<file path="config.mk">
export PLATFORM = sky130hd
export DESIGN_NAME = midi_note_to_cv_gate_flat
export DESIGN_NICKNAME = d
export VERILOG_FILES = /design/src/rtl/mnc_pkg.sv /design/src/rtl/mnc_stream_if.sv /design/src/rtl/midi_note_to_cv_gate.sv /design/src/rtl/mnc_cell.sv /design/src/rtl/mnc_parser.sv /design/src/flat_wrapper.sv
export SDC_FILE = /design/constraint.sdc
export NUM_CORES = 1
export LEC_CHECK = 0
export ABC_AREA = 0
export BUFFER_PORTS_ARGS = -buffer_cell sky130_fd_sc_hd__buf_2
export CAP_MARGIN = 10
export CORE_MARGIN = 3
export CORE_UTILIZATION = 55
export CTS_CLUSTER_SIZE = 28
export DETAILED_ROUTE_END_ITERATION = 16
export GPL_TIMING_DRIVEN = 0
export MAX_ROUTING_LAYER = met4
export PLACE_DENSITY = 0.75
export SLEW_MARGIN = 20
export SYNTH_ARGS = -nofsm -noshare
export SYNTH_HDL_FRONTEND = slang
export SYNTH_SLANG_ARGS = --single-unit
</file>
<file path="constraint.sdc">
create_clock -name clk -period 4.4 [get_ports clk]
set_input_delay 0.44 -clock clk [delete_from_list [all_inputs] [get_ports clk]]
set_output_delay 0.44 -clock clk [all_outputs]
set_load 0.01 [all_outputs]
</file>
<file path="src/rtl/mnc_pkg.sv">
package mnc_pkg;

	// default sizes
	localparam int STACK_DEPTH_DEF = 16;
	localparam int TABLE_LEN_DEF   = 24;

	// byte classes
	localparam logic [7:0] REALTIME_MASK = 8'hF8;

	// status nibbles of the running status
	localparam logic [3:0] MSG_NOTE_OFF   = 4'h8;
	localparam logic [3:0] MSG_NOTE_ON    = 4'h9;
	localparam logic [3:0] MSG_POLY_PRESS = 4'hA;
	localparam logic [3:0] MSG_CTRL_CHG   = 4'hB;
	localparam logic [3:0] MSG_PROG_CHG   = 4'hC;
	localparam logic [3:0] MSG_CHAN_PRESS = 4'hD;
	localparam logic [3:0] MSG_PITCH_BEND = 4'hE;
	localparam logic [3:0] MSG_SYSTEM     = 4'hF;

	// pitch table
	localparam int PITCH_ENTRIES = 24;
	localparam logic [7:0] PITCH_ENTRIES_W = 8'(PITCH_ENTRIES);
	localparam logic [11:0] PITCH_CODES [PITCH_ENTRIES] = '{
		12'd1000, 12'd1059, 12'd1122, 12'd1189, 12'd1260, 12'd1335,
		12'd1414, 12'd1498, 12'd1587, 12'd1682, 12'd1782, 12'd1888,
		12'd2000, 12'd2119, 12'd2245, 12'd2378, 12'd2520, 12'd2670,
		12'd2828, 12'd2997, 12'd3175, 12'd3364, 12'd3564, 12'd3775
	};

	// payload of one input word
	typedef struct packed {
		logic [7:0] midi_byte;
	} in_word_t;

	// payload of one result word
	typedef struct packed {
		logic [11:0] cv_code;
		logic        cv_written;
		logic        gate_on;
		logic [6:0]  top_note;
	} out_word_t;

	// completed note message from the parser
	typedef struct packed {
		logic       valid;
		logic       remove;
		logic [6:0] note;
	} note_event_t;

	// one stack slot
	typedef struct packed {
		logic       valid;
		logic [6:0] note;
	} stack_entry_t;

	// operation broadcast to every cell
	typedef enum logic [1:0] {
		OP_HOLD,
		OP_PUSH,
		OP_POP,
		OP_CLEAR
	} cell_op_t;

	typedef struct packed {
		cell_op_t   op;
		logic [6:0] key;
	} cell_ctrl_t;

	// remainder of a 7-bit value by restoring subtraction, seven narrow steps
	function automatic logic [6:0] mod_reduce(input logic [6:0] value,
			input logic [7:0] divisor);
		logic [14:0] rem;
		logic [14:0] trial;
		rem = {8'd0, value};
		for (int k = 6; k >= 0; k--) begin
			trial = {7'd0, divisor} << k;
			if (rem >= trial) begin
				rem = rem - trial;
			end
		end
		return rem[6:0];
	endfunction

	// pitch lookup, index already below the table length
	function automatic logic [11:0] pitch_code(input logic [6:0] idx);
		logic [11:0] code;
		code = '0;
		for (int i = 0; i < PITCH_ENTRIES; i++) begin
			if (idx == 7'(i)) begin
				code = PITCH_CODES[i];
			end
		end
		return code;
	endfunction

endpackage

</file>
<file path="src/rtl/mnc_stream_if.sv">
interface mnc_stream_if #(
	parameter type T = logic
);
	logic valid;
	logic ready;
	T     data;

	modport source (output valid, output data, input ready);
	modport sink (input valid, input data, output ready);
endinterface

</file>
<file path="src/rtl/midi_note_to_cv_gate.sv">
// sequence: a note on passes push, lookup and emit, with push first clearing a full stack;
//   a note off passes start, the search steps, pop while emptied slots are dropped, lookup and
//   emit; emit waits until the output register is free or cv takes its word
// input: other bytes leave the block idle and ready for the next byte; a note message holds
//   off input until its word is loaded; the search wave walks the cell chain one cell a cycle
// reset: arst_n clears the running status, empties the stack and drops any pending word
module midi_note_to_cv_gate #(
	parameter int STACK_DEPTH = mnc_pkg::STACK_DEPTH_DEF,
	parameter int TABLE_LEN   = mnc_pkg::TABLE_LEN_DEF
) (
	input logic         clk,
	input logic         arst_n,
	mnc_stream_if.sink   midi,
	mnc_stream_if.source cv
);
	import mnc_pkg::*;

	localparam int CNT_W  = $clog2(STACK_DEPTH + 1);
	localparam int SRCH_W = $clog2(STACK_DEPTH);
	localparam logic [CNT_W-1:0]  FULL_COUNT = CNT_W'(STACK_DEPTH);
	localparam logic [SRCH_W-1:0] LAST_STEP  = SRCH_W'(STACK_DEPTH - 1);
	localparam logic [7:0] TABLE_LEN_W = 8'(TABLE_LEN);

	typedef enum logic [6:0] {
		ST_IDLE   = 7'b0000001,
		ST_PUSH   = 7'b0000010,
		ST_START  = 7'b0000100,
		ST_SEARCH = 7'b0001000,
		ST_POP    = 7'b0010000,
		ST_LOOKUP = 7'b0100000,
		ST_EMIT   = 7'b1000000
	} state_t;

	state_t            state_q;
	logic [CNT_W-1:0]  count_q;
	logic [SRCH_W-1:0] step_q;
	logic [6:0]        key_q;
	logic [6:0]        red_q;
	logic [6:0]        note_q;
	logic              gate_q;
	out_word_t         out_q;
	logic              out_valid_q;

	note_event_t       ev;
	cell_ctrl_t        ctrl;
	logic              accept;
	logic              load;
	logic [6:0]        pitch_idx;
	stack_entry_t      entry [STACK_DEPTH];
	logic [STACK_DEPTH:0] wave;

	assign midi.ready = (state_q == ST_IDLE);
	assign accept     = midi.valid && midi.ready;

	mnc_parser u_parser (
		.clk       (clk),
		.arst_n    (arst_n),
		.accept    (accept),
		.midi_byte (midi.data.midi_byte),
		.ev        (ev)
	);

	// chain of stack cells, slot 0 is the top of the stack
	assign wave[0] = (state_q == ST_START);

	for (genvar i = 0; i < STACK_DEPTH; i++) begin : g_cell
		stack_entry_t up_i;
		stack_entry_t down_i;
		if (i == 0) begin : g_head
			assign up_i = '{valid: 1'b1, note: key_q};
		end else begin : g_body
			assign up_i = entry[i-1];
		end
		if (i == STACK_DEPTH - 1) begin : g_tail
			assign down_i = '{valid: 1'b0, note: 7'd0};
		end else begin : g_inner
			assign down_i = entry[i+1];
		end
		mnc_cell u_cell (
			.clk      (clk),
			.arst_n   (arst_n),
			.ctrl     (ctrl),
			.up       (up_i),
			.down     (down_i),
			.wave_in  (wave[i]),
			.entry    (entry[i]),
			.wave_out (wave[i+1])
		);
	end

	// cell operation for this cycle
	always_comb begin
		ctrl.op  = OP_HOLD;
		ctrl.key = key_q;
		case (state_q)
			ST_PUSH: begin
				ctrl.op = (count_q == FULL_COUNT) ? OP_CLEAR : OP_PUSH;
			end
			ST_POP: begin
				if (count_q != '0 && !entry[0].valid) begin
					ctrl.op = OP_POP;
				end
			end
			default: begin
				ctrl.op = OP_HOLD;
			end
		endcase
	end

	// sequencer
	always_ff @(posedge clk or negedge arst_n) begin
		if (!arst_n) begin
			state_q <= ST_IDLE;
			count_q <= '0;
			step_q  <= '0;
		end else begin
			case (state_q)
				ST_IDLE: begin
					if (accept && ev.valid) begin
						state_q <= ev.remove ? ST_START : ST_PUSH;
					end
				end
				ST_PUSH: begin
					// a full stack restarts empty, then takes the note
					if (count_q == FULL_COUNT) begin
						count_q <= '0;
					end else begin
						count_q <= count_q + 1'b1;
						state_q <= ST_LOOKUP;
					end
				end
				ST_START: begin
					step_q  <= '0;
					state_q <= ST_SEARCH;
				end
				ST_SEARCH: begin
					step_q <= step_q + 1'b1;
					if (step_q == LAST_STEP) begin
						state_q <= ST_POP;
					end
				end
				ST_POP: begin
					// drop emptied slots from the top
					if (count_q != '0 && !entry[0].valid) begin
						count_q <= count_q - 1'b1;
					end else begin
						state_q <= ST_LOOKUP;
					end
				end
				ST_LOOKUP: begin
					state_q <= ST_EMIT;
				end
				ST_EMIT: begin
					if (load) begin
						state_q <= ST_IDLE;
					end
				end
				default: begin
					state_q <= ST_IDLE;
				end
			endcase
		end
	end

	// note key and top note reduction
	always_ff @(posedge clk) begin
		if (accept && ev.valid) begin
			key_q <= ev.note;
		end
		if (state_q == ST_LOOKUP) begin
			red_q  <= mod_reduce(entry[0].note, TABLE_LEN_W);
			note_q <= entry[0].note;
			gate_q <= (count_q != '0);
		end
	end

	// output word register
	assign load      = (state_q == ST_EMIT) && (!out_valid_q || cv.ready);
	assign pitch_idx = mod_reduce(red_q, PITCH_ENTRIES_W);

	always_ff @(posedge clk or negedge arst_n) begin
		if (!arst_n) begin
			out_valid_q <= 1'b0;
		end else if (load) begin
			out_valid_q <= 1'b1;
		end else if (cv.ready) begin
			out_valid_q <= 1'b0;
		end
	end

	always_ff @(posedge clk) begin
		if (load) begin
			out_q.cv_code    <= gate_q ? pitch_code(pitch_idx) : 12'd0;
			out_q.cv_written <= gate_q;
			out_q.gate_on    <= gate_q;
			out_q.top_note   <= gate_q ? note_q : 7'd0;
		end
	end

	assign cv.valid = out_valid_q;
	assign cv.data  = out_q;

	// checks
	a_one_wave: assert property (@(posedge clk) disable iff (!arst_n)
		$onehot0(wave))
		else $error("more than one search wave in the cell chain");

	a_wave_end: assert property (@(posedge clk) disable iff (!arst_n)
		wave[STACK_DEPTH] |-> (state_q == ST_SEARCH) && (step_q == LAST_STEP))
		else $error("search wave left the chain outside the last search step");

	a_count_range: assert property (@(posedge clk) disable iff (!arst_n)
		count_q <= FULL_COUNT)
		else $error("stack count beyond depth");

	a_top_live: assert property (@(posedge clk) disable iff (!arst_n)
		(state_q == ST_IDLE) && (count_q != '0) |-> entry[0].valid)
		else $error("top of a non-empty stack is an empty slot");

	a_gate_off: assert property (@(posedge clk) disable iff (!arst_n)
		cv.valid && !cv.data.gate_on |-> (cv.data.cv_code == 12'd0)
			&& !cv.data.cv_written && (cv.data.top_note == 7'd0))
		else $error("gate off word carries a note or code");
endmodule

</file>
<file path="src/rtl/mnc_cell.sv">
module mnc_cell (
	input  logic                 clk,
	input  logic                 arst_n,
	input  mnc_pkg::cell_ctrl_t   ctrl,
	input  mnc_pkg::stack_entry_t up,
	input  mnc_pkg::stack_entry_t down,
	input  logic                 wave_in,
	output mnc_pkg::stack_entry_t entry,
	output logic                 wave_out
);
	import mnc_pkg::*;

	logic       valid_q;
	logic [6:0] note_q;
	logic       wave_q;
	logic       hit;

	// search wave stops at the first live slot holding the key
	assign hit      = wave_q && valid_q && (note_q == ctrl.key);
	assign wave_out = wave_q && !hit;
	assign entry    = '{valid: valid_q, note: note_q};

	// slot occupancy
	always_ff @(posedge clk or negedge arst_n) begin
		if (!arst_n) begin
			valid_q <= 1'b0;
			wave_q  <= 1'b0;
		end else begin
			wave_q <= wave_in;
			case (ctrl.op)
				OP_PUSH: begin
					valid_q <= up.valid;
				end
				OP_POP: begin
					valid_q <= down.valid;
				end
				OP_CLEAR: begin
					valid_q <= 1'b0;
				end
				default: begin
					if (hit) begin
						valid_q <= 1'b0;
					end
				end
			endcase
		end
	end

	// slot note, shifted with the occupancy
	always_ff @(posedge clk) begin
		case (ctrl.op)
			OP_PUSH: begin
				note_q <= up.note;
			end
			OP_POP: begin
				note_q <= down.note;
			end
			default: begin
				note_q <= note_q;
			end
		endcase
	end
endmodule

</file>
<file path="src/rtl/mnc_parser.sv">
module mnc_parser (
	input  logic                clk,
	input  logic                arst_n,
	input  logic                accept,
	input  logic [7:0]          midi_byte,
	output mnc_pkg::note_event_t ev
);
	import mnc_pkg::*;

	logic [7:0] status_q;
	logic [1:0] count_q;
	logic [6:0] data0_q;
	logic [6:0] data1_q;

	logic [7:0] status_n;
	logic [1:0] count_n;
	logic [6:0] data0_n;
	logic [6:0] data1_n;
	logic       is_realtime;

	assign is_realtime = (midi_byte & REALTIME_MASK) == REALTIME_MASK;

	// running status, data collection and message completion
	always_comb begin
		status_n = status_q;
		count_n  = count_q;
		data0_n  = data0_q;
		data1_n  = data1_q;
		ev       = '0;
		if (accept && !is_realtime) begin
			if (midi_byte[7]) begin
				status_n = midi_byte;
				count_n  = 2'd0;
			end else if (status_q != 8'd0 && count_q < 2'd2) begin
				if (count_q == 2'd0) begin
					data0_n = midi_byte[6:0];
				end else begin
					data1_n = midi_byte[6:0];
				end
				count_n = count_q + 2'd1;
			end
			case (status_n[7:4])
				MSG_NOTE_OFF, MSG_NOTE_ON: begin
					if (count_n == 2'd2) begin
						count_n   = 2'd0;
						ev.valid  = 1'b1;
						ev.remove = (status_n[7:4] == MSG_NOTE_OFF) || (data1_n == 7'd0);
						ev.note   = data0_n;
					end
				end
				MSG_POLY_PRESS, MSG_CTRL_CHG, MSG_PITCH_BEND: begin
					if (count_n == 2'd2) begin
						count_n = 2'd0;
					end
				end
				MSG_PROG_CHG, MSG_CHAN_PRESS: begin
					if (count_n == 2'd1) begin
						count_n = 2'd0;
					end
				end
				MSG_SYSTEM: begin
					count_n = 2'd0;
				end
				default: begin
					count_n = count_n;
				end
			endcase
		end
	end

	// parser control state
	always_ff @(posedge clk or negedge arst_n) begin
		if (!arst_n) begin
			status_q <= 8'd0;
			count_q  <= 2'd0;
		end else begin
			status_q <= status_n;
			count_q  <= count_n;
		end
	end

	// data bytes
	always_ff @(posedge clk) begin
		data0_q <= data0_n;
		data1_q <= data1_n;
	end
endmodule

</file>
<file path="src/flat_wrapper.sv">
// flat-port wrapper written by rule: the top's interface ports become plain ports
module midi_note_to_cv_gate_flat import mnc_pkg::*;
#(
	parameter int STACK_DEPTH = mnc_pkg::STACK_DEPTH_DEF,
	parameter int TABLE_LEN   = mnc_pkg::TABLE_LEN_DEF
)
  (clk, arst_n, midi_valid, midi_data, midi_ready, cv_valid, cv_data, cv_ready);
  mnc_stream_if #(.T(in_word_t)) midi_i ();
  mnc_stream_if #(.T(out_word_t)) cv_i ();
  input logic clk;
  input logic arst_n;
  input wire logic [$bits(midi_i.valid)-1:0] midi_valid;
  input wire logic [$bits(midi_i.data)-1:0] midi_data;
  output wire logic [$bits(midi_i.ready)-1:0] midi_ready;
  output wire logic [$bits(cv_i.valid)-1:0] cv_valid;
  output wire logic [$bits(cv_i.data)-1:0] cv_data;
  input wire logic [$bits(cv_i.ready)-1:0] cv_ready;
  assign midi_i.valid = midi_valid;
  assign midi_i.data = midi_data;
  assign midi_ready = midi_i.ready;
  assign cv_valid = cv_i.valid;
  assign cv_data = cv_i.data;
  assign cv_i.ready = cv_ready;
  midi_note_to_cv_gate #(.STACK_DEPTH(STACK_DEPTH), .TABLE_LEN(TABLE_LEN)) u_core (.clk(clk), .arst_n(arst_n), .midi(midi_i), .cv(cv_i));
endmodule
</file>
# == Word-level counts from Yosys, hierarchy flattened ==
# Cells that the tools add are included.
# classes
eq_ne,69
bitwise_logic,1
magnitude_cmp,7
addsub,10
n_mux,114
reduce_logical,107
# ops
cell,count
7-bit case mux with 2 select lines,16
11-bit 2-to-1 mux,12
12-bit 2-to-1 mux,11
7-bit == test,16
7-bit 2-to-1 mux,14
15-bit 2-to-1 mux,6
7-bit by 4-bit == test with 1-bit output (second input constant),9
7-bit by 5-bit == test with 1-bit output (second input constant),9
4-bit nonzero test,15
1-bit logical AND,53
7-bit case mux with 7 select lines,1
1-bit case mux with 3 select lines,15
4-bit == test (second input constant),9
7-bit by 3-bit == test with 1-bit output (second input constant),5
15-bit by 5-bit >= comparator with 1-bit output (second input constant),2
15-bit by 6-bit >= comparator with 1-bit output (second input constant),2
15-bit by 6-bit subtractor with 15-bit output (second input constant),2
9-bit 2-to-1 mux,3
7-bit by 2-bit == test with 1-bit output (second input constant),3
1-bit zero test,18
1-bit 2-to-1 mux,18
8-bit 2-to-1 mux,2
7-bit by 7-bit subtractor with 8-bit output (second input constant),2
7-bit by 1-bit == test with 1-bit output (second input constant),2
other kinds (36),63
# totals
register_bits,227
wordCells,373
input_bits,12
out_inout_bits,23

# == Depth between registers and ports, before layout ==
# Gate-level depths: netlist of the first run.
# depth
ltp_word,31
mapped_depth,20
depth_no_buf,18

# == Hierarchy ==
# From an unflattened synthesis of the first run, not the netlist that was laid out.
# hier_totals
cells_unflattened,1070
area_unflattened_um2,12872.3
# by_module_without_submodules
module,n_inst,cells_per_inst,seq_area_each_um2,area_per_inst_um2
mnc_cell,16,39,260.2,513.0
midi_note_to_cv_gate,1,347,1597.8,3412.0
mnc_parser,1,99,670.6,1252.5

# == Least setup slack after synthesis of the first run ==
# No wires, ideal clock.
# synth_timing
path_type,flip-flop to flip-flop
from,register u_core.state_q[1]
to,"register u_core.g_cell[0].u_cell.note_q[0], enable pin"
setup_slack_ps,-217
setup_time_ps,465
required_ps,3935
arrival_ps,4152
stages_incl_launch_ff,10
n_path_buf,2
period_less_slack_ps,4617
path_cell_list,dfrtp_1 -> nor4_1 -> nand3_1 -> nor2_1 -> o21ai_0 -> inv_1 -> ha_1 -> clkbuf_1 -> clkbuf_1 -> inv_1
# synth_via
elab_chain_len,4
word_cells_on_any_way,6
classes_between,eq/ne: 4; mux: 1; reduce/logical: 1
# synth_rtl
item,line_no,rtl
from (decl),midi_note_to_cv_gate.sv:34,state_t state_q;
from (signal assigned),midi_note_to_cv_gate.sv:120,state_q <= ev.remove ? ST_START : ST_PUSH;
7-bit by 5-bit == test with 1-bit output or 7-bit by 2-bit == test with 1-bit output (tied branches),midi_note_to_cv_gate.sv:95,case (state_q)
2-bit case mux with 2 select lines *,midi_note_to_cv_gate.sv:95,
2-bit == test or 2-bit by 1-bit == test with 1-bit output (tied branches),mnc_cell.sv:51,case (ctrl.op)
2-bit nonzero test (no line) *,--,
to (signal assigned),mnc_cell.sv:53,note_q <= up.note;
to (signal assigned),mnc_cell.sv:56,note_q <= down.note;
to (signal assigned),mnc_cell.sv:59,note_q <= note_q;
to (decl),mnc_cell.sv:14,logic [6:0] note_q;
# Every way passes the cells marked *; elsewhere a longest branch is shown, timed or not.
# A chain may end at the register's enable or synchronous reset.

# == Worst setup path after layout of the first run ==
# layout_timing
from,register u_core.red_q[5]
to,register u_core.out_q (netlist bit u_core.cv.data[17]) (data pin)
# layout_via
elab_chain_len,30
word_cells_on_any_way,57
classes_between,add/sub: 3; order compare: 3; eq/ne: 23; mux: 26; reduce/logical: 2
# layout_rtl
item,line_no,rtl
from (decl),midi_note_to_cv_gate.sv:38,logic [6:0] red_q;
from (signal assigned),midi_note_to_cv_gate.sv:171,"red_q <= mod_reduce(entry[0].note, TABLE_LEN_W);"
7-bit by 7-bit subtractor with 8-bit output or 7-bit >= comparator (tied branches),"mnc_pkg.sv:78, mnc_pkg.sv:77",
15-bit 2-to-1 mux *,mnc_pkg.sv:77,if (rem >= trial) begin
15-bit by 6-bit subtractor with 15-bit output or 15-bit by 6-bit >= comparator with 1-bit output (tied branches),"mnc_pkg.sv:78, mnc_pkg.sv:77",
15-bit 2-to-1 mux *,mnc_pkg.sv:77,
15-bit by 5-bit >= comparator with 1-bit output or 7-bit by 5-bit subtractor with 7-bit output (tied branches),"mnc_pkg.sv:77, mnc_pkg.sv:78",
7-bit 2-to-1 mux *,mnc_pkg.sv:77,
7-bit zero test,mnc_pkg.sv:89,if (idx == 7'(i)) begin
10-bit 2-to-1 mux,mnc_pkg.sv:89,
11-bit 2-to-1 mux (12 in a row),mnc_pkg.sv:89,
12-bit 2-to-1 mux (10 in a row),mnc_pkg.sv:89,
to (decl),midi_note_to_cv_gate.sv:41,out_word_t out_q;
# Marked as above.

==> metrics.md, run 1 <==
| Metric | Value |
|---|---|
| Outcome | `finished, violations left` |
| Failing checks | `hold timing` |
| Largest family of logic cells by synthesized area | `simple AND/OR/NAND/NOR gates` |
| Initial DRC count | `720` |
| Synth Register Bits | `224` |
| Compound-cell area share of the yosys netlist | `8.45%` |
| Syn. warnings | `0` |
| Mapped Cells | `1001` |
| Antenna cells | `0` |
| Largest net degree at the start of global routing | `60` |
| Clock slew at reported path FFs | `0.06 ns` |
| Post-synth EDFFs | `165` |
| XOR/XNOR Fraction of Synth Area | `8.55%` |
| Initial antenna violation count | `0` |
| Slowest library cell on the worst path | `mux2_2` |
| CTS root buf | `clkbuf_16` |
| Clk network pwr share | `40.8%` |
| Pre-antenna DRT Iters | `5` |
| Port Buffer Count | `34` |
| Most frequently used flop master after synthesis | `edfxtp_1` |
| Slew HR | `33.9%` |
| Die height | `154 µm` |
| Leak | `4.94 nW` |
| First-pass GRT wire length | `44400 µm` |
| Nets | `1121` |
| Critical path arrival | `4.40 ns` |
| Register area share after synthesis | `53.2%` |
| Final hold vios | `14` |
| Max Cap Viol | `0` |
| Setup_tns | `0 ns` |
| Min Clock Period, post-route | `4.15 ns` |
| Num ports | `35` |
| Multiplexer share of the synthesized area | `12.4%` |
| Internal Power | `0.00374 W` |
| Slew Viols, Final | `0` |
| Cells after DPL | `1319` |
| Clock sinks | `224` |
| Residual DRC | `0` |
| Crit. End Element | `flop` |
| Number of global-route vias before repair | `8252` |
| CTS tree | `built` |
| Gate power share | `9.0%` |
| Worst-path cell chain | `nor2b_4 -> ha_4 -> inv_4 -> ha_4 -> ha_2 -> buf_6 -> inv_2 -> a31oi_1 -> xor2_1 -> inv_1 -> ha_2 -> nand4b_1 -> nor4_2 -> nor3_2 -> nor2_2 -> mux2_2 -> o311ai_0 -> and3_1 -> o21ai_1` |
| Synth top area cells | `edfxtp_1 41%, mux2_2 12%, dfrtp_1 12%` |
| R2R depth | `19` |
| Synth top area share | `41.0%` |
| Die Span X | `154 µm` |
| Final setup margin | `0.251 ns` |
| Grt total ovfl | `0` |
| Reg2Reg Setup Slack | `0.25 ns` |
| Clock buffer depth | `3` |
| Routability cong. | `0.896` |
| CP Launch Type | `flop` |
| Place WS | `-0.730 ns` |
| Post-synth ARST share | `26.3%` |
| Synthesized area | `12100 µm²` |
| Post-route clock period utilization | `94.3%` |
| Layout area overhead | `13.5%` |
| CP max stage delay | `0.40 ns` |
| WHS | `-0.00773 ns` |
| Largest delay share family, worst path | `simple AND/OR/NAND/NOR gates` |
| Vias/cell | `5.98` |
| VDD IR max | `0.376 mV` |
| Buf/Inv on CP | `4` |
| Row count | `53` |
| H-tree Lvls | `1` |
| Post-detailed-route count of antenna-violating nets | `0` |
| Critical path data required time | `4.66 ns` |
| Yosys top cell by area | `edfxtp_1` |
| Sw power | `0.00111 W` |
| Power share of the sequential group | `50.2%` |
| Worst-margin pin slew | `0.991 ns` |
| CTS buffer count | `25` |
| Fillers | `1630` |
| Wire per inst | `19.6 µm` |
| Vias | `8270` |
| Setup Skew | `0.0266 ns` |
| Gr usage total | `23.4%` |
| Number of cells on the critical path | `19` |
| Post-CTS Hold Buffers | `0` |
| Cell Count, Final, Fillers Out | `1383` |
| Core area | `21300 µm²` |
| Sw Ratio | `23.0%` |
| Post-DP HPWL | `18900 µm` |
| Critical path class | `flop to flop` |
| Power Dens Cells | `353 nW/µm²` |
| Post-synthesis simple-gate area fraction | `12.5%` |
| Critical-path maximum fanout | `6` |
| Initial Util | `56.8%` |
| Post-Synth Adder-Cell Area | `2.07%` |
| FMAX | `0.241 GHz` |
| Die footprint | `23800 µm²` |
| Worst-Skew Late Latency | `0.54 ns` |
| Count of cell types in the netlist | `72` |
| Fraction of layout cells with a size suffix above 1 | `23.9%` |
| # setup viols final | `0` |
| Final wirelength | `27100 µm` |
| Mean Syn Cell Area | `12.1 µm²` |
| Min-delay worst type | `input pin to async pin` |
## Yosys cell counts (all sizes together) (3+ instances only)
| master | number |
|---|---|
| a31oi | 6 |
| nor3 | 9 |
| nor2 | 45 |
| mux2 | 130 |
| nand4b | 5 |
| a22o | 3 |
| dfrtp | 58 |
| nor4 | 23 |
| nand4 | 21 |
| a22oi | 16 |
| mux2i | 4 |
| o221a | 3 |
| buf | 7 |
| or3 | 5 |
| nand2 | 55 |
| o211ai | 4 |
| or2 | 6 |
| nand2b | 8 |
| a21oi | 23 |
| o31ai | 19 |
| xnor2 | 83 |
| o41ai | 3 |
| nand3 | 30 |
| ha | 20 |
| a21o | 3 |
| clkbuf | 48 |
| o21ai | 28 |
| and2 | 15 |
| edfxtp | 165 |
| xor2 | 35 |
| o22ai | 6 |
| inv | 27 |
| a211oi | 5 |
| nor2b | 38 |
| o2111ai | 3 |
| and3 | 8 |
## area by class of cell
type                            count  area [µm²]  share of cell area, %
Buffer                             55         246                   1.80
Clock inverter                      5        38.8                  0.283
Multi-Input combinational cell    700        5430                   39.5
Inverter                           27         108                  0.784
Timing Repair Buffer               55         379                   2.76
Sequential cell                   224        6430                   46.9
Clock buffer                       41         746                   5.43
Tap cell                          275         344                   2.51
Timing Repair inverter              1        5.00                 0.0365
## power groups by stage
| stage | clock network (W) | logic (W) | registers (W) |
|---|---|---|---|
| finish | 0.00198 | 0.000436 | 0.00244 |
| global route | 0.00210 | 0.000485 | 0.00245 |
| CTS | 0.00201 | 0.000433 | 0.00243 |
| detailed placement | 0 | 0.000427 | 0.00248 |
| global placement | 0 | 0.000409 | 0.00247 |
| floorplan | 0 | 0.000324 | 0.00246 |
## timing repair
action / 4_1_cts / 5_1_grt
pin swaps: 3 / 8
endpoints found under the setup margin: 12 / 68
buffers inserted: 8 / 9
cloned: 0 / 1
gates resized for setup: 13 / 14
## routing by layer
metal	wire length [µm]	track usage, %
met1	11700	31.6
met2	13300	37.8
met3	1280	2.97
met4	786	6.69
met5	0	-
## flip-flops by register name (all words and copies together), names as in the netlist, 5 cells and up
register	cells
u_core.u_parser.data1_q	7
u_core.key_q	7
u_core.u_parser.status_q	8
u_core.u_parser.data0_q	7
u_core.state_q	7
u_core.note_q	7
u_core.cv.data	20
u_core.g_cell.u_cell.wave_q	16
u_core.g_cell.u_cell.note_q	112
u_core.g_cell.u_cell.valid_q	16
u_core.count_q	5
## final timing paths
| path | from | end |
|---|---|---|
| setup / recovery | u_core.red_q[5] | u_core.cv.data[17] |
| hold / removal | arst_n | u_core.g_cell[15].u_cell.valid_q |
| setup reg to reg | u_core.red_q[5] | u_core.cv.data[17] |
| hold reg to reg | u_core.g_cell[4].u_cell.wave_q | u_core.g_cell[5].u_cell.wave_q |
| max in group asynchronous | arst_n | u_core.g_cell[2].u_cell.wave_q |
| min in group clk | cv_ready | u_core.cv.valid |
## through the flow
step	instance area, µm²	hold WS, ns	power (W)	utilization, %
after global placement	12600	0.470	0.00288	59.3
after detailed placement	12700	0.479	0.00290	59.8
after global routing	13700	0.0515	0.00503	64.5
after floorplan	12100	0.144	0.00278	-
after CTS	13600	0.00220	0.00488	63.9
final	13700	-0.00773	0.00485	64.5
## placed cells by master (no fill, tap or decap), drive strengths merged, types with 4 or more instances in the layout
| cell type | count |
|---|---|
| nand2b | 8 |
| nor2 | 45 |
| o31ai | 19 |
| nor2b | 38 |
| ha | 20 |
| a21oi | 23 |
| buf | 63 |
| dfrtp | 58 |
| o22ai | 6 |
| xor2 | 35 |
| edfxtp | 165 |
| a211oi | 5 |
| inv | 27 |
| nand2 | 55 |
| a22oi | 16 |
| nand4 | 21 |
| or2 | 6 |
| and2 | 15 |
| nand3 | 30 |
| and3 | 8 |
| clkinv | 4 |
| nor4 | 23 |
| clkbuf | 88 |
| nand4b | 5 |
| a31oi | 6 |
| nor3 | 9 |
| mux2i | 4 |
| or3 | 5 |
| o21ai | 28 |
| o211ai | 4 |
| conb | 6 |
| mux2 | 130 |
| xnor2 | 83 |
## cells by family (layout without fill, tap and decap cells)
group | after synthesis | after routing
compound gates | 144 | 144
xor+xnor | 118 | 118
fa+ha+maj | 20 | 20
buf+inv | 82 | 184
flops | 224 | 224
mux | 134 | 134
other cells | 1 | 6
simple gates | 278 | 278
Power figures use the tool's default switching activity.
==> run 2: changes to the inputs <==
Settings changed: CTS_BUF_LIST from default to sky130_fd_sc_hd__clkbuf_8, CTS_CLUSTER_SIZE 28 to default.
==> metrics.md, run 2 (same netlist as run 1, synthesis figures left out) <==
| Metric | Value |
|---|---|
| Leak | `4.93 nW` |
| Post-DP HPWL | `18900 µm` |
| Die height | `154 µm` |
| Commonest cells after routing, fill and taps aside | `165 x edfxtp_1, 130 x mux2_2, 83 x xnor2_1` |
| Initial Util | `56.8%` |
| Clock buffer depth | `3` |
| Port Buffer Count | `34` |
| Vias/cell | `5.96` |
| Num ports | `35` |
| Final setup margin | `0.199 ns` |
| First-pass GRT wire length | `44500 µm` |
| Critical path arrival | `4.51 ns` |
| Worst-margin pin slew | `1.03 ns` |
| Min-delay worst type | `input pin to async pin` |
| Initial DRC count | `634` |
| Reg2Reg Setup Slack | `0.20 ns` |
| Critical path class | `flop to flop` |
| Setup Skew | `0.0162 ns` |
| Critical-path maximum fanout | `8` |
| Min Clock Period, post-route | `4.20 ns` |
| Grt total ovfl | `0` |
| Biggest register | `u_core.g_cell.u_cell.note_q` |
| Number of global-route vias before repair | `8372` |
| RSZ-0062 raised after global routing | `true` |
| FMAX | `0.238 GHz` |
| Antenna cells | `0` |
| Worst-Skew Late Latency | `0.53 ns` |
| Outcome | `finished, violations left` |
| Core area | `21300 µm²` |
| Gr usage total | `23.5%` |
| Clock slew at reported path FFs | `0.07 ns` |
| Residual DRC | `0` |
| Wire per inst | `19.4 µm` |
| Max FFs per register | `112` |
| Power Dens Cells | `340 nW/µm²` |
| CTS buffer count | `38` |
| Worst flop-to-flop path endpoint | `u_core.cv.data[16]` |
| Slew HR | `31.0%` |
| CP Launch Type | `flop` |
| Row count | `53` |
| Layout area overhead | `12.5%` |
| WHS | `-0.00769 ns` |
| Nets | `1130` |
| # setup viols final | `0` |
| Crit. End Element | `flop` |
| Clock sinks | `224` |
| Slew Viols, Final | `0` |
| Die Span X | `154 µm` |
| Place WS | `-0.730 ns` |
| Placed instance area | `12700 µm²` |
| Largest net degree at the start of global routing | `60` |
| CTS root buf | `clkbuf_8` |
| VDD IR max | `0.278 mV` |
| Fraction of layout cells with a size suffix above 1 | `24.5%` |
| Leading cell type in the layout, fill and taps excluded | `edfxtp_1` |
| Routability cong. | `0.896` |
| Worst reg2reg path startpoint | `u_core.red_q[5]` |
| Initial antenna violation count | `0` |
| Pre-antenna DRT Iters | `7` |
| Max Cap Viol | `0` |
| H-tree Lvls | `2` |
| Multi-input logic area | `5420 µm²` |
| FF+latch area | `6430 µm²` |
| Post-route clock period utilization | `95.5%` |
| Post-detailed-route count of antenna-violating nets | `0` |
| Failing checks | `hold timing` |
| Final wirelength | `27200 µm` |
| Critical path data required time | `4.71 ns` |
| Post-route cell area | `13600 µm²` |
| CP startpoint | `u_core.red_q[5]` |
| Final hold vios | `10` |
| End of the critical path | `u_core.cv.data[16]` |
| Vias | `8349` |
| R2R depth | `20` |
| Fillers | `1682` |
| CTS tree | `built` |
| Die footprint | `23800 µm²` |
==> run 2: cell count changes in the layout (fill, tap and decap cells not counted), moves of 5 or more <==
| cell | previous run | this run |
|---|---|---|
| clkbuf_1 | 56 | 45 |
| clkbuf_8 | 6 | 44 |
| clkbuf_16 | 25 | 0 |
| buf_4 | 20 | 15 |
| clkinv_1 | 1 | 10 |
| inv_1 | 23 | 33 |
==> run 2: area by class of cell <==
type,count,area share [%]
tap,275,2.53
sequential,224,47.3
multi-input combinational,700,39.8
clock buffer,44,4.45
timing repair buffer,51,2.57
buffer,55,1.80
inverter,27,0.772
clock inverter,25,0.754
timing repair inverter,1,0.0368
==> run 2: worst min path at each step <==
stage / slack (ns) / cells after the start / end
CTS: 0.006 / 1 / u_core.u_parser.status_q[2]
global placement: 0.47 / 1 / u_core.step_q[3]
finish: -0.008 / 1 / u_core.g_cell[12].u_cell.wave_q
floorplan: 0.14 / 0 / u_core.count_q[0]
global route: 0.05 / 1 / u_core.u_parser.status_q[2]
detailed placement: 0.48 / 1 / u_core.g_cell[9].u_cell.wave_q
==> run 2: power breakdown <==
part	switching [W]	leakage [nW]	total [W]	internal [W]
Clock	0.000846	0.401	0.00176	0.000911
Sequential	0.0000601	2.30	0.00244	0.00238
Combinational	0.000233	2.23	0.000435	0.000203
==> run 2: timing repair <==
item / 4_1_cts / 5_1_grt
buffers inserted: 7 / 6
hold buffers: 0 / 0
resized for setup: 12 / 14
pin swaps: 3 / 8
endpoints found under the setup margin: 12 / 68
gates cloned: 0 / 1
==> run 2: critical path, cell delays in order, from the launching register on <==
cell	delay [ns]
edfxtp_1	0.39
nor2b_4	0.15
ha_2	0.20
inv_2	0.10
ha_4	0.14
ha_2	0.16
buf_6	0.11
inv_2	0.05
a31oi_1	0.16
xor2_1	0.23
inv_1	0.07
ha_2	0.21
nand4b_1	0.23
nor4_2	0.28
nor3_2	0.12
or3_4	0.41
and2_4	0.15
buf_6	0.13
nor2_1	0.23
o211ai_1	0.13
a211oi_1	0.35
==> run 2: metrics by stage <==
step           utilization [%]  total power (W)  setup TNS (ns)  cells
6_report                  63.9          0.00463               0   1402
5_1_grt                   63.9          0.00481         -0.0689   1402
4_1_cts                   63.5          0.00465               0   1395
3_5_place_dp              59.8          0.00290           -6.56   1319
3_3_place_gp              59.3          0.00288         -139.01   1315
2_1_floorplan                -          0.00278               0   1006
==> run 2: routing by layer <==
metal / GRT usage [%] / vias to the layer above / wire (µm)
met5: - / - / 0
met4: 7.86 / 0 / 775
met3: 3.50 / 67 / 1390
met2: 37.5 / 239 / 13200
met1: 31.2 / 4147 / 11900
li1: - / 3896 / -
==> run 3: changes to the inputs <==
Settings changed: CAP_MARGIN 10 to 20, CORE_UTILIZATION 55 to 53, PLACE_DENSITY 0.75 to 0.72, SETUP_SLACK_MARGIN from default to 0.5.
==> metrics.md, run 3 (same netlist as run 1, synthesis figures left out) <==
| Metric | Value |
|---|---|
| Worst-path cell chain | `buf_4 -> nor2b_4 -> inv_2 -> ha_4 -> ha_4 -> buf_8 -> inv_6 -> a31oi_4 -> xor2_2 -> inv_1 -> ha_2 -> nand4b_1 -> nor4_2 -> nor3_2 -> nor2_4 -> a211oi_4 -> clkbuf_2 -> a31oi_1 -> o31ai_1 -> o21ai_1` |
| Number of global-route vias before repair | `8293` |
| Worst-Skew Late Latency | `0.57 ns` |
| Core Util, Final | `62.4%` |
| Die height | `157 µm` |
| Largest net degree at the start of global routing | `60` |
| Biggest register | `u_core.g_cell.u_cell.note_q` |
| Clock sinks | `224` |
| Core area | `22100 µm²` |
| CTS tree | `built` |
| Layout area overhead | `14.0%` |
| Fraction of layout cells with a size suffix above 1 | `25.4%` |
| Row count | `54` |
| Clock buffer depth | `3` |
| Vias | `8279` |
| CTS buffer count | `39` |
| Min Clock Period, post-route | `3.98 ns` |
| Power Dens Cells | `341 nW/µm²` |
| Nets | `1137` |
| Final setup margin | `0.415 ns` |
| Num ports | `35` |
| Min-delay worst type | `input pin to flop` |
| CP max stage delay | `0.45 ns` |
| Commonest cells after routing, fill and taps aside | `165 x edfxtp_1, 130 x mux2_2, 83 x xnor2_1` |
| H-tree Lvls | `2` |
| Setup Skew | `0.0279 ns` |
| Clock slew at reported path FFs | `0.06 ns` |
| Outcome | `finished, final reports clean` |
| Post-DP HPWL | `18600 µm` |
| Post-route clock period utilization | `90.6%` |
| Initial antenna violation count | `0` |
| RSZ-0062 raised after global routing | `true` |
| Max Cap Viol | `0` |
| Post-detailed-route count of antenna-violating nets | `0` |
| Final wirelength | `27400 µm` |
| CP Launch Type | `flop` |
| Final hold vios | `0` |
| Port Buffer Count | `34` |
| Antenna cells | `0` |
| VDD IR max | `0.364 mV` |
| Initial DRC count | `589` |
| Worst-margin pin slew | `1.06 ns` |
| Die Span X | `157 µm` |
| Place WS | `-0.375 ns` |
| CTS root buf | `clkbuf_8` |
| Critical path class | `flop to flop` |
| Slew Viols, Final | `0` |
| Critical-path maximum fanout | `10` |
| Pre-antenna DRT Iters | `5` |
| Wire per inst | `19.3 µm` |
| Vias/cell | `5.85` |
| Post-route cell area | `13800 µm²` |
| CP startpoint | `u_core.red_q[5]` |
| Gr usage total | `23.5%` |
| First-pass GRT wire length | `44600 µm` |
| Initial Util | `54.7%` |
| Critical path data required time | `4.69 ns` |
| Slowest library cell on the worst path | `a211oi_4` |
| FMAX | `0.251 GHz` |
| Critical path arrival | `4.28 ns` |
| Most common cell type on the critical path | `ha_4` |
| # setup viols final | `0` |
| Routability cong. | `0.897` |
| Placed instance area | `12800 µm²` |
| Residual DRC | `0` |
| Leading cell type in the layout, fill and taps excluded | `edfxtp_1` |
| Hold path startpoint | `cv_ready` |
| Worst reg2reg path startpoint | `u_core.red_q[5]` |
| Slew HR | `29.6%` |
| Leak | `4.99 nW` |
| Die footprint | `24700 µm²` |
| Max FFs per register | `112` |
| Grt total ovfl | `0` |
| Crit. End Element | `flop` |
==> run 3: final cells by class <==
class / instances / area [µm²]
well taps: 280 / 350
flip-flops and latches: 224 / 6430
fillers: 1723 / 8310
repair buffers: 58 / 397
plain buffers: 55 / 258
multi-input cells: 700 / 5490
inverters: 27 / 113
clock buffers: 42 / 578
clock inverters: 30 / 163
==> run 3: path summary, 6_finish.rpt <==
path / slack [ns] / end / depth (start not counted)
worst max register to register: 0.42 / u_core.cv.data[17] / 20
worst min-delay path: 0.08 / u_core.cv.valid / 2
worst max-delay path: 0.42 / u_core.cv.data[17] / 20
worst min register to register: 0.49 / u_core.step_q[3] / 1
max in group asynchronous: 3.37 / u_core.g_cell[5].u_cell.wave_q / 2
min in group asynchronous: 0.49 / u_core.u_parser.status_q[2] / 2
==> run 3: metal layers <==
metal / GRT usage, % / share of wire [%] / wire length (µm)
met1: 30.9 / 43 / 11900
met3: 4.67 / 5.6 / 1540
met4: 6.82 / 2.2 / 605
met5: - / 0 / 0
met2: 37.4 / 49 / 13400
==> run 3: critical path: cells and delay by family, from the launching register on <==
kind / cells / cell delay (ns)
simple gates: 5 / 0.96
compound gates: 5 / 0.90
buf+inv: 6 / 0.82
fa+ha+maj: 3 / 0.51
flops: 1 / 0.38
xor+xnor: 1 / 0.17
==> run 3: what timing repair did <==
| action | in CTS | in global routing |
|---|---|---|
| hold buffers | 1 | 0 |
| pin swaps | 8 | 0 |
| gates cloned | 0 | 0 |
| setup buffers | 18 | 1 |
| setup endpoints to repair | 12 | 182 |
| gates resized for setup | 15 | 6 |
| hold endpoints to repair | 52 | 0 |
==> run 3: where the power goes <==
part           switching, W  total, W  internal (W)
clock              0.000881   0.00183      0.000951
sequential        0.0000604   0.00244       0.00238
combinational      0.000230  0.000435      0.000204
==> run 3: stage by stage <==
stage | TNS [ns] | hold slack (ns) | total power [W] | instances
detailed placement | -2.68 | 0.473 | 0.00290 | 1324
global route | 0 | 0.111 | 0.00490 | 1416
global placement | -78.96 | 0.461 | 0.00288 | 1320
CTS | 0 | 0.0539 | 0.00474 | 1415
floorplan | 0 | 0.144 | 0.00278 | 1006
finish | 0 | 0.0827 | 0.00470 | 1416
